File: config.mk
export PLATFORM = sky130hd
export DESIGN_NAME = mfm_fm_cell_decoder
export DESIGN_NICKNAME = d
export VERILOG_FILES = /design/src/rtl/mfmfm_pkg.sv /design/src/rtl/mfmfm_cell_scan.sv /design/src/rtl/mfmfm_word_dec.sv /design/src/rtl/mfm_fm_cell_decoder.sv
export SDC_FILE = /design/constraint.sdc
export NUM_CORES = 1
export LEC_CHECK = 0
export BUFFER_PORTS_ARGS = -buffer_cell sky130_fd_sc_hd__clkbuf_2
export CORE_UTILIZATION = 45
export CTS_CLUSTER_DIAMETER = 40
export DETAILED_ROUTE_END_ITERATION = 10
export PLACE_DENSITY_LB_ADDON = 0.1
export SYNTH_ARGS = -nofsm -noshare
export SYNTH_HDL_FRONTEND = slang
export SYNTH_SLANG_ARGS = --single-unit
export TNS_END_PERCENT = 100
File: constraint.sdc
create_clock -name clk_i -period 10.7 [get_ports clk_i]
set_input_delay 3.21 -clock clk_i [delete_from_list [all_inputs] [get_ports clk_i]]
set_output_delay 3.21 -clock clk_i [all_outputs]
set_load 0.02 [all_outputs]
File: src/rtl/mfmfm_pkg.sv
// Shared types, codes and cell-word helpers for the MFM/FM bit-cell decoder.
// No dependencies; imported by every module under rtl.
package mfmfm_pkg;

  // Cells per input byte and per decoded word
  localparam int unsigned CellsPerByte = 8;
  localparam int unsigned WordCells    = 16;

  // MFM sync words and the bytes they stand for
  localparam logic [15:0] MFM_SYNC_A1 = 16'h4489;
  localparam logic [15:0] MFM_SYNC_C2 = 16'h5224;
  localparam logic [7:0]  BYTE_A1     = 8'hA1;
  localparam logic [7:0]  BYTE_C2     = 8'hC2;

  // FM clock patterns
  localparam logic [7:0] FM_CLOCK_MARK  = 8'hC7;
  localparam logic [7:0] FM_CLOCK_INDEX = 8'hD7;

  // Address mark data bytes
  localparam logic [7:0] AM_ID      = 8'hFE;
  localparam logic [7:0] AM_DATA    = 8'hFB;
  localparam logic [7:0] AM_DELDATA = 8'hF8;
  localparam logic [7:0] AM_INDEX   = 8'hFC;

  // Track encoding select
  localparam logic ENC_MFM = 1'b0;
  localparam logic ENC_FM  = 1'b1;

  typedef enum logic [1:0] {
    MARK_NONE  = 2'd0,
    MARK_ID    = 2'd1,
    MARK_DATA  = 2'd2,
    MARK_INDEX = 2'd3
  } mark_e;

  // Scan result handed from the cell scanner to the word decoder
  typedef struct packed {
    logic        emit;
    logic [15:0] word;
  } scan_res_t;

  // Even cells (data), bit 14 -> bit 7
  function automatic logic [7:0] data_cells(input logic [15:0] w);
    logic [7:0] b;
    for (int i = 0; i < 8; i++) begin
      b[i] = w[2*i];
    end
    return b;
  endfunction

  // Odd cells (clock), bit 15 -> bit 7
  function automatic logic [7:0] clock_cells(input logic [15:0] w);
    logic [7:0] b;
    for (int i = 0; i < 8; i++) begin
      b[i] = w[2*i+1];
    end
    return b;
  endfunction

  function automatic logic is_sync(input logic [15:0] w, input logic mode);
    logic [7:0] clk;
    logic [7:0] dat;
    logic       hit;
    clk = clock_cells(w);
    dat = data_cells(w);
    if (mode == ENC_FM) begin
      hit = ((clk == FM_CLOCK_MARK) &&
             (dat == AM_ID || dat == AM_DATA || dat == AM_DELDATA)) ||
            ((clk == FM_CLOCK_INDEX) && (dat == AM_INDEX));
    end else begin
      hit = (w == MFM_SYNC_A1) || (w == MFM_SYNC_C2);
    end
    return hit;
  endfunction

endpackage

File: src/rtl/mfmfm_cell_scan.sv
// Cell window, sync search and phase lock: scans the up to eight window
// positions of one cell byte in parallel. Depends on mfmfm_pkg.
module mfmfm_cell_scan (
  input  logic                  clk_i,
  input  logic                  rst_ni,
  input  logic                  adv_i,
  input  logic                  mode_i,
  input  logic [7:0]            cells_i,
  input  logic [3:0]            count_i,
  input  logic                  track_start_i,
  output mfmfm_pkg::scan_res_t  res_o
);
  import mfmfm_pkg::*;

  logic [15:0] win_q, win_d, win_b;
  logic [4:0]  fill_q, fill_d, fill_b;
  logic        lock_q, lock_d, lock_b;
  logic [3:0]  phase_q, phase_d, phase_b;

  logic [3:0]  cnt;
  logic [23:0] ext;
  logic [15:0] win_k [CellsPerByte];
  logic [7:0]  cand;
  logic [2:0]  sel;
  logic        emit;
  logic [5:0]  fill_sum;

  // Track start wipes the state before this byte's cells
  assign win_b   = track_start_i ? '0 : win_q;
  assign fill_b  = track_start_i ? '0 : fill_q;
  assign lock_b  = track_start_i ? 1'b0 : lock_q;
  assign phase_b = track_start_i ? '0 : phase_q;

  assign cnt = (count_i > 4'd8) ? 4'd8 : count_i;

  // Window followed by the cells, first cell next to the window
  always_comb begin
    ext[23:8] = win_b;
    for (int i = 0; i < 8; i++) begin
      ext[7-i] = cells_i[i];
    end
  end

  // One candidate per cell position: sync hit while searching,
  // word boundary while locked
  always_comb begin
    for (int j = 0; j < 8; j++) begin
      win_k[j] = ext[(7-j) +: 16];
      cand[j]  = (4'(j) < cnt) &&
                 (lock_b ? ({1'b0, phase_b} + 5'(j) == 5'd15)
                         : ((6'(fill_b) + 6'(j + 1) >= 6'(WordCells)) &&
                            is_sync(win_k[j], mode_i)));
    end
  end

  // First candidate wins
  always_comb begin
    emit = 1'b0;
    sel  = '0;
    for (int j = 7; j >= 0; j--) begin
      if (cand[j]) begin
        emit = 1'b1;
        sel  = 3'(j);
      end
    end
  end

  // Next state
  always_comb begin
    fill_sum = 6'(fill_b) + 6'(cnt);
    fill_d   = (fill_sum > 6'(WordCells)) ? 5'(WordCells) : fill_sum[4:0];
    lock_d   = lock_b | emit;
    win_d    = (cnt == 4'd0) ? win_b : win_k[3'(cnt - 4'd1)];
    if (emit) begin
      phase_d = 4'(cnt - {1'b0, sel} - 4'd1);
    end else if (lock_b) begin
      phase_d = phase_b + cnt;
    end else begin
      phase_d = phase_b;
    end
  end

  assign res_o.emit = emit;
  assign res_o.word = win_k[sel];

  always_ff @(posedge clk_i or negedge rst_ni) begin
    if (!rst_ni) begin
      win_q   <= '0;
      fill_q  <= '0;
      lock_q  <= 1'b0;
      phase_q <= '0;
    end else if (adv_i) begin
      win_q   <= win_d;
      fill_q  <= fill_d;
      lock_q  <= lock_d;
      phase_q <= phase_d;
    end
  end

  // Phase stays at zero while the scanner is searching
  a_phase_range: assert property (@(posedge clk_i) disable iff (!rst_ni)
    lock_q || (phase_q == 4'd0))
    else $error("phase moved while searching");

  // Fill saturates at one word
  a_fill_sat: assert property (@(posedge clk_i) disable iff (!rst_ni)
    fill_q <= 5'(WordCells))
    else $error("window fill beyond one word");

  // An emitted word leaves the scanner locked afterwards
  a_emit_locks: assert property (@(posedge clk_i) disable iff (!rst_ni)
    adv_i && emit |=> lock_q)
    else $error("emitted word without lock");

endmodule

File: src/rtl/mfmfm_word_dec.sv
// Decodes one 16-cell word into data byte, mark kind and sync flag, and
// keeps the MFM after-sync flag. Depends on mfmfm_pkg.
module mfmfm_word_dec (
  input  logic                  clk_i,
  input  logic                  rst_ni,
  input  logic                  adv_i,
  input  logic                  mode_i,
  input  logic                  track_start_i,
  input  mfmfm_pkg::scan_res_t  res_i,
  output logic [7:0]            data_o,
  output mfmfm_pkg::mark_e      mark_o,
  output logic                  sync_o
);
  import mfmfm_pkg::*;

  logic       asf_q, asf_d, asf_b;
  logic [7:0] clk_c;
  logic [7:0] dat_c;

  assign asf_b = track_start_i ? 1'b0 : asf_q;
  assign clk_c = clock_cells(res_i.word);
  assign dat_c = data_cells(res_i.word);

  // Mark and data by encoding
  always_comb begin
    data_o = dat_c;
    mark_o = MARK_NONE;
    sync_o = 1'b0;
    asf_d  = asf_b;
    if (mode_i == ENC_FM) begin
      if (clk_c == FM_CLOCK_MARK) begin
        if (dat_c == AM_ID) begin
          mark_o = MARK_ID;
        end else if (dat_c == AM_DATA || dat_c == AM_DELDATA) begin
          mark_o = MARK_DATA;
        end
      end else if (clk_c == FM_CLOCK_INDEX && dat_c == AM_INDEX) begin
        mark_o = MARK_INDEX;
      end
    end else if (res_i.word == MFM_SYNC_A1) begin
      data_o = BYTE_A1;
      sync_o = 1'b1;
      asf_d  = 1'b1;
    end else if (res_i.word == MFM_SYNC_C2) begin
      data_o = BYTE_C2;
      sync_o = 1'b1;
      asf_d  = 1'b1;
    end else begin
      // first byte after a sync run carries the mark
      if (asf_b) begin
        if (dat_c == AM_ID) begin
          mark_o = MARK_ID;
        end else if (dat_c == AM_DATA || dat_c == AM_DELDATA) begin
          mark_o = MARK_DATA;
        end else if (dat_c == AM_INDEX) begin
          mark_o = MARK_INDEX;
        end
      end
      asf_d = 1'b0;
    end
  end

  always_ff @(posedge clk_i or negedge rst_ni) begin
    if (!rst_ni) begin
      asf_q <= 1'b0;
    end else if (adv_i) begin
      asf_q <= res_i.emit ? asf_d : asf_b;
    end
  end

  // Sync words never carry a mark
  a_sync_nomark: assert property (@(posedge clk_i) disable iff (!rst_ni)
    sync_o |-> (mark_o == MARK_NONE))
    else $error("mark on sync word");

  // After-sync flag only rises on an emitted MFM sync word
  a_asf_src: assert property (@(posedge clk_i) disable iff (!rst_ni)
    !asf_q ##1 asf_q |-> $past(adv_i && res_i.emit && sync_o))
    else $error("after-sync flag set without sync word");

  // FM never reports sync words
  a_fm_nosync: assert property (@(posedge clk_i) disable iff (!rst_ni)
    (mode_i == ENC_FM) |-> !sync_o)
    else $error("sync word flagged in FM");

endmodule

File: src/rtl/mfm_fm_cell_decoder.sv
// Top level of the MFM/FM floppy bit-cell decoder: input register, cell
// scanner, word decoder, result register and APB mode register.
// Depends on mfmfm_pkg, mfmfm_cell_scan and mfmfm_word_dec.
//
//   channel  | handshake              | payload
//   ---------+------------------------+-------------------------------------
//   in       | in_valid_i/in_ready_o  | cell_byte_i, cell_count_i, track_start_i
//   out      | out_valid_o/out_ready_i| out_byte_o, mark_kind_o, sync_word_o
//   config   | psel/penable/pwrite    | paddr, pwdata, prdata (encoding_mode)
//
// One cell byte per cycle while the output is not stalled; a result passes the
// input register, then the result register, before it is on the outputs.
// The eight window positions of a byte are compared in parallel in one pass.
// Reset clears mode (MFM), window, lock, phase and after-sync flag.
// A stalled result holds the result register; the input register takes a
// byte when it is empty or when the item it holds can move on.
module mfm_fm_cell_decoder (
  input  logic        clk_i,
  input  logic        rst_ni,
  // input channel
  input  logic        in_valid_i,
  output logic        in_ready_o,
  input  logic [7:0]  cell_byte_i,
  input  logic [3:0]  cell_count_i,
  input  logic        track_start_i,
  // output channel
  output logic        out_valid_o,
  input  logic        out_ready_i,
  output logic [7:0]  out_byte_o,
  output logic [1:0]  mark_kind_o,
  output logic        sync_word_o,
  // configuration
  input  logic        psel,
  input  logic        penable,
  input  logic        pwrite,
  input  logic [2:0]  paddr,
  input  logic [31:0] pwdata,
  output logic [31:0] prdata,
  output logic        pready
);
  import mfmfm_pkg::*;

  localparam logic REG_ENCODING_MODE = 1'b0;

  logic       mode_q;
  logic       in_valid_q;
  logic [7:0] cells_q;
  logic [3:0] count_q;
  logic       tstart_q;
  logic       out_valid_q;
  logic [7:0] data_q;
  mark_e      mark_q;
  logic       sync_q;
  logic       adv;

  scan_res_t  scan_res;
  logic [7:0] dec_data;
  mark_e      dec_mark;
  logic       dec_sync;

  // Config register
  assign pready = 1'b1;
  assign prdata = (paddr[2] == REG_ENCODING_MODE) ? {31'b0, mode_q} : '0;

  always_ff @(posedge clk_i or negedge rst_ni) begin
    if (!rst_ni) begin
      mode_q <= ENC_MFM;
    end else if (psel && penable && pwrite && pready &&
                 (paddr[2] == REG_ENCODING_MODE)) begin
      mode_q <= pwdata[0];
    end
  end

  // Input register advances when the result slot is free or draining
  assign adv        = in_valid_q && (!out_valid_q || out_ready_i);
  assign in_ready_o = !in_valid_q || adv;

  always_ff @(posedge clk_i or negedge rst_ni) begin
    if (!rst_ni) begin
      in_valid_q <= 1'b0;
    end else if (in_ready_o) begin
      in_valid_q <= in_valid_i;
    end
  end

  always_ff @(posedge clk_i) begin
    if (in_ready_o && in_valid_i) begin
      cells_q  <= cell_byte_i;
      count_q  <= cell_count_i;
      tstart_q <= track_start_i;
    end
  end

  mfmfm_cell_scan u_scan (
    .clk_i         (clk_i),
    .rst_ni        (rst_ni),
    .adv_i         (adv),
    .mode_i        (mode_q),
    .cells_i       (cells_q),
    .count_i       (count_q),
    .track_start_i (tstart_q),
    .res_o         (scan_res)
  );

  mfmfm_word_dec u_dec (
    .clk_i         (clk_i),
    .rst_ni        (rst_ni),
    .adv_i         (adv),
    .mode_i        (mode_q),
    .track_start_i (tstart_q),
    .res_i         (scan_res),
    .data_o        (dec_data),
    .mark_o        (dec_mark),
    .sync_o        (dec_sync)
  );

  // Result register
  always_ff @(posedge clk_i or negedge rst_ni) begin
    if (!rst_ni) begin
      out_valid_q <= 1'b0;
    end else if (adv && scan_res.emit) begin
      out_valid_q <= 1'b1;
    end else if (out_ready_i) begin
      out_valid_q <= 1'b0;
    end
  end

  always_ff @(posedge clk_i) begin
    if (adv && scan_res.emit) begin
      data_q <= dec_data;
      mark_q <= dec_mark;
      sync_q <= dec_sync;
    end
  end

  assign out_valid_o = out_valid_q;
  assign out_byte_o  = data_q;
  assign mark_kind_o = mark_q;
  assign sync_word_o = sync_q;

  // Back-pressure only comes from a stalled result
  a_ready_cause: assert property (@(posedge clk_i) disable iff (!rst_ni)
    !in_ready_o |-> (out_valid_q && !out_ready_i))
    else $error("input stalled without output stall");

  // A held request is not dropped while the output stalls
  a_hold_item: assert property (@(posedge clk_i) disable iff (!rst_ni)
    in_valid_q && out_valid_q && !out_ready_i |=> in_valid_q)
    else $error("request lost during stall");

  // MFM sync results carry A1 or C2
  a_sync_byte: assert property (@(posedge clk_i) disable iff (!rst_ni)
    out_valid_o && sync_word_o |-> (out_byte_o == BYTE_A1 || out_byte_o == BYTE_C2))
    else $error("sync result with wrong byte");

endmodule
==> impl_metrics.toml <==
[run]
cap_viol_max_count = 0

[placement]
hpwl_mm = 16.8
dpl_worst_slack_ns = 3.84
place.gp.congestion = 0.989
port_buffers = 35
dpl.cell_count = 993

[power_and_ir_drop]
vdd_drop_max_mv = 0.113
power_density_mw_per_mm2 = 222
leakage_nw = 2.64
p_total_mw = 1.48

[worst_setup_path]
crit_end = "in_ready_o"
crit_type = "in2out"
rrSetupSlack_ns = 4.39
path_max_fanout = 3
start_kind = "input port"
r2r_cells = 16
timing.rr.start = "count_q[3]$_DFFE_PP_"
slowest_delay_ns = 0.18
startpoint = "out_ready_i"
path_common_cell = "clkbuf_2"
rr_endpoint = "mark_kind_o[1]$_DFFE_PP_"
crit_chain = "clkbuf_2 -> nand3b_1 -> clkbuf_2"
cp.arrival_ns = 3.66
required_ns = 7.49
endpoint_kind = "primary output"
worst_path_max_delay_cell = "nand3b_1"

[cells_and_area]
n_fill_cell = 1426
layout.cells.non_filler = 1001
ff_latch_area_sq_mm = 0.00145
utilization_pct = 47.7
nets = 894
multiInputGateArea_sq_mm = 0.00453
areaGrowthSynthToFinish_pct = 2.68
layout-drive-gt1-share_pct = 10.6
antenna_cells = 0

[logic_synthesis]
synth_top_area_cell = "dfrtp_1"
ys.warnings.count = 0
ys_ff_latch = 53
syn_area_per_cell_sq_um = 7.68
ys_seq_area_share_pct = 22.3
synth_top_cell_area_share_pct = 11.2
ys.flop_type = "dfrtp_1"
synth_most_common_cell = "nand2_1"
synth_common_cells = "77 x nand2_1, 69 x nor2_1, 57 x clkbuf_1, 52 x a21oi_1, 45 x o21ai_0"
synthArstFlopShare_pct = 54.7
synth_cells = 845
yosysUniqueCellTypes = 90
synthTopCellsByArea = "dfrtp_1 11%, edfxtp_1 11%, mux2i_1 4.8%"
synth-edff-count = 24
synth_area_sq_mm = 0.00649

[timing]
hold_viol_final = 0
worst_pin_slew_ns = 1.15
clock_skew_ns = 0.00744
max_freq_mhz = 146
fin_ws_ns = 3.83
drv_slew = 0
timing.final.crit_share_pct = 64.2
rsz0062_at_grt = "false"
finalSetupViolations = 0
tns_ns = 0
relSlewSlack_pct = 22.8
period_minus_slack_ns = 6.87

[drt]
routedWlPerCell_um = 23.2
num_vias = 6710
dr.pass1.iters = 5
postRouteWirelength_mm = 23.3
ant_nets = 0
via_per_inst = 6.70
drt_iter0_drc = 720
drc = 0

[clock_tree]
htree_levels = 2
cts_resized = 0
cts_num_sinks = 53
clk_latency_ns = 0.31
cts_buffers = 5
cts-root-buf = "clkbuf_16"
hold_buffers = 0
tritoncts = "done"
cts_setup_buffers = 0
cts.path.max_buffers = 2
path_clk_slew_ns = 0.07

[floorplanning]
die_area_sq_mm = 0.0149
initial_utilization_pct = 46.4
num_rows = 43
core_area_sq_mm = 0.0140
ios = 101
die_h_um = 122
die_width_um = 122

[min_path]
min_from = "mode_q$_DFFE_PN0P_"
hp-class = "reg2reg"

[global_route]
grt-ovfl-total = 0
grt_max_degree = 58
grt_pass1_wl_mm = 36.2
antenna_found_initial = 0
grt_pass1_vias = 6288
grt_usage_pct = 32.2

[status]
status = "finished, final reports clean"
flip-flops by register name, indices dropped and copies added, names as in the netlist:
name	count
count_q	4
mark_kind_o	2
u_scan.lock_q	1
u_scan.fill_q	5
mode_q	1
out_valid_o	1
out_byte_o	8
in_valid_q	1
u_scan.win_q	15
u_dec.asf_q	1
sync_word_o	1
cells_q	8
tstart_q	1
u_scan.phase_q	4
cells by family (layout without fill, tap and decap cells):
kind of cell | Yosys count | count (layout) | share of synthesized area, %
fa+ha+maj | 19 | 19 | 4.01
other cells | 2 | 32 | 0.116
xor+xnor | 17 | 17 | 2.29
buf+inv | 131 | 77 | 9.92
flops | 53 | 53 | 22.3
compound gates | 240 | 240 | 25.4
mux | 46 | 46 | 7.81
simple gates | 337 | 337 | 28.2
how the worst min path moves through the flow:
stage                                    to  cells past startpoint
global route        u_dec.asf_q$_DFFE_PN0P_                      2
detailed placement  u_dec.asf_q$_DFFE_PN0P_                      2
CTS                      mode_q$_DFFE_PN0P_                      1
global placement         mode_q$_DFFE_PN0P_                      1
finish                   mode_q$_DFFE_PN0P_                      1
floorplan           u_dec.asf_q$_DFFE_PN0P_                      2
critical path, delay by kind of cell:
| family | cells | cell delay, ns |
|---|---|---|
| buffers and inverters | 2 | 0.26 |
| AND/OR/NAND/NOR | 1 | 0.18 |
stage by stage:
stage	instance area, sq um	hold WS [ns]
after floorplan	6610	0.485
after global placement	6530	0.522
after detailed placement	6530	0.524
after CTS	6670	0.549
after global routing	6670	0.584
final	6670	0.545
cell type report:
class / instances / area share [%]
tap: 180 / 3.38
sequential: 53 / 21.7
multi-input combinational: 691 / 68.0
inverter: 28 / 1.58
clock buffer: 6 / 1.93
clock inverter: 2 / 0.150
timing repair buffer: 41 / 3.30
cells in the final DEF (no fill, tap or decap), types with 7 or more instances in the layout:
master | netlist | routed
o211ai_1 | 16 | 16
nand4_1 | 20 | 20
xnor2_1 | 11 | 11
o21a_1 | 8 | 8
a211oi_1 | 11 | 11
nand4b_1 | 9 | 9
a31oi_1 | 10 | 10
nand2_1 | 77 | 77
ha_1 | 16 | 16
mux2i_1 | 31 | 31
edfxtp_1 | 24 | 24
nand3_1 | 16 | 16
nor2b_1 | 24 | 23
a21o_1 | 10 | 10
mux2_2 | 11 | 11
nand2b_1 | 20 | 20
nor3_1 | 22 | 22
clkbuf_2 | 0 | 35
nor4_1 | 18 | 18
conb_1 | 2 | 32
a21oi_1 | 52 | 52
or3_1 | 7 | 7
inv_1 | 22 | 22
o21ai_0 | 45 | 45
dfrtp_1 | 29 | 29
nor2_1 | 69 | 69
o22ai_1 | 7 | 7
per-layer routing:
layer,share of wire (%),global-route usage [%],vias up
met5,0,0,-
met4,3.4,13.9,0
met3,8.8,5.81,59
met2,45,50.5,364
met1,43,43.1,3237
li1,-,-,3050
power breakdown:
part	switching (mW)	total (mW)	internal, mW
registers	0.196	0.474	0.278
logic	0.523	0.837	0.314
clock network	0.0804	0.167	0.0866
total	0.800	1.48	0.678
Power figures use the tool's default switching activity.
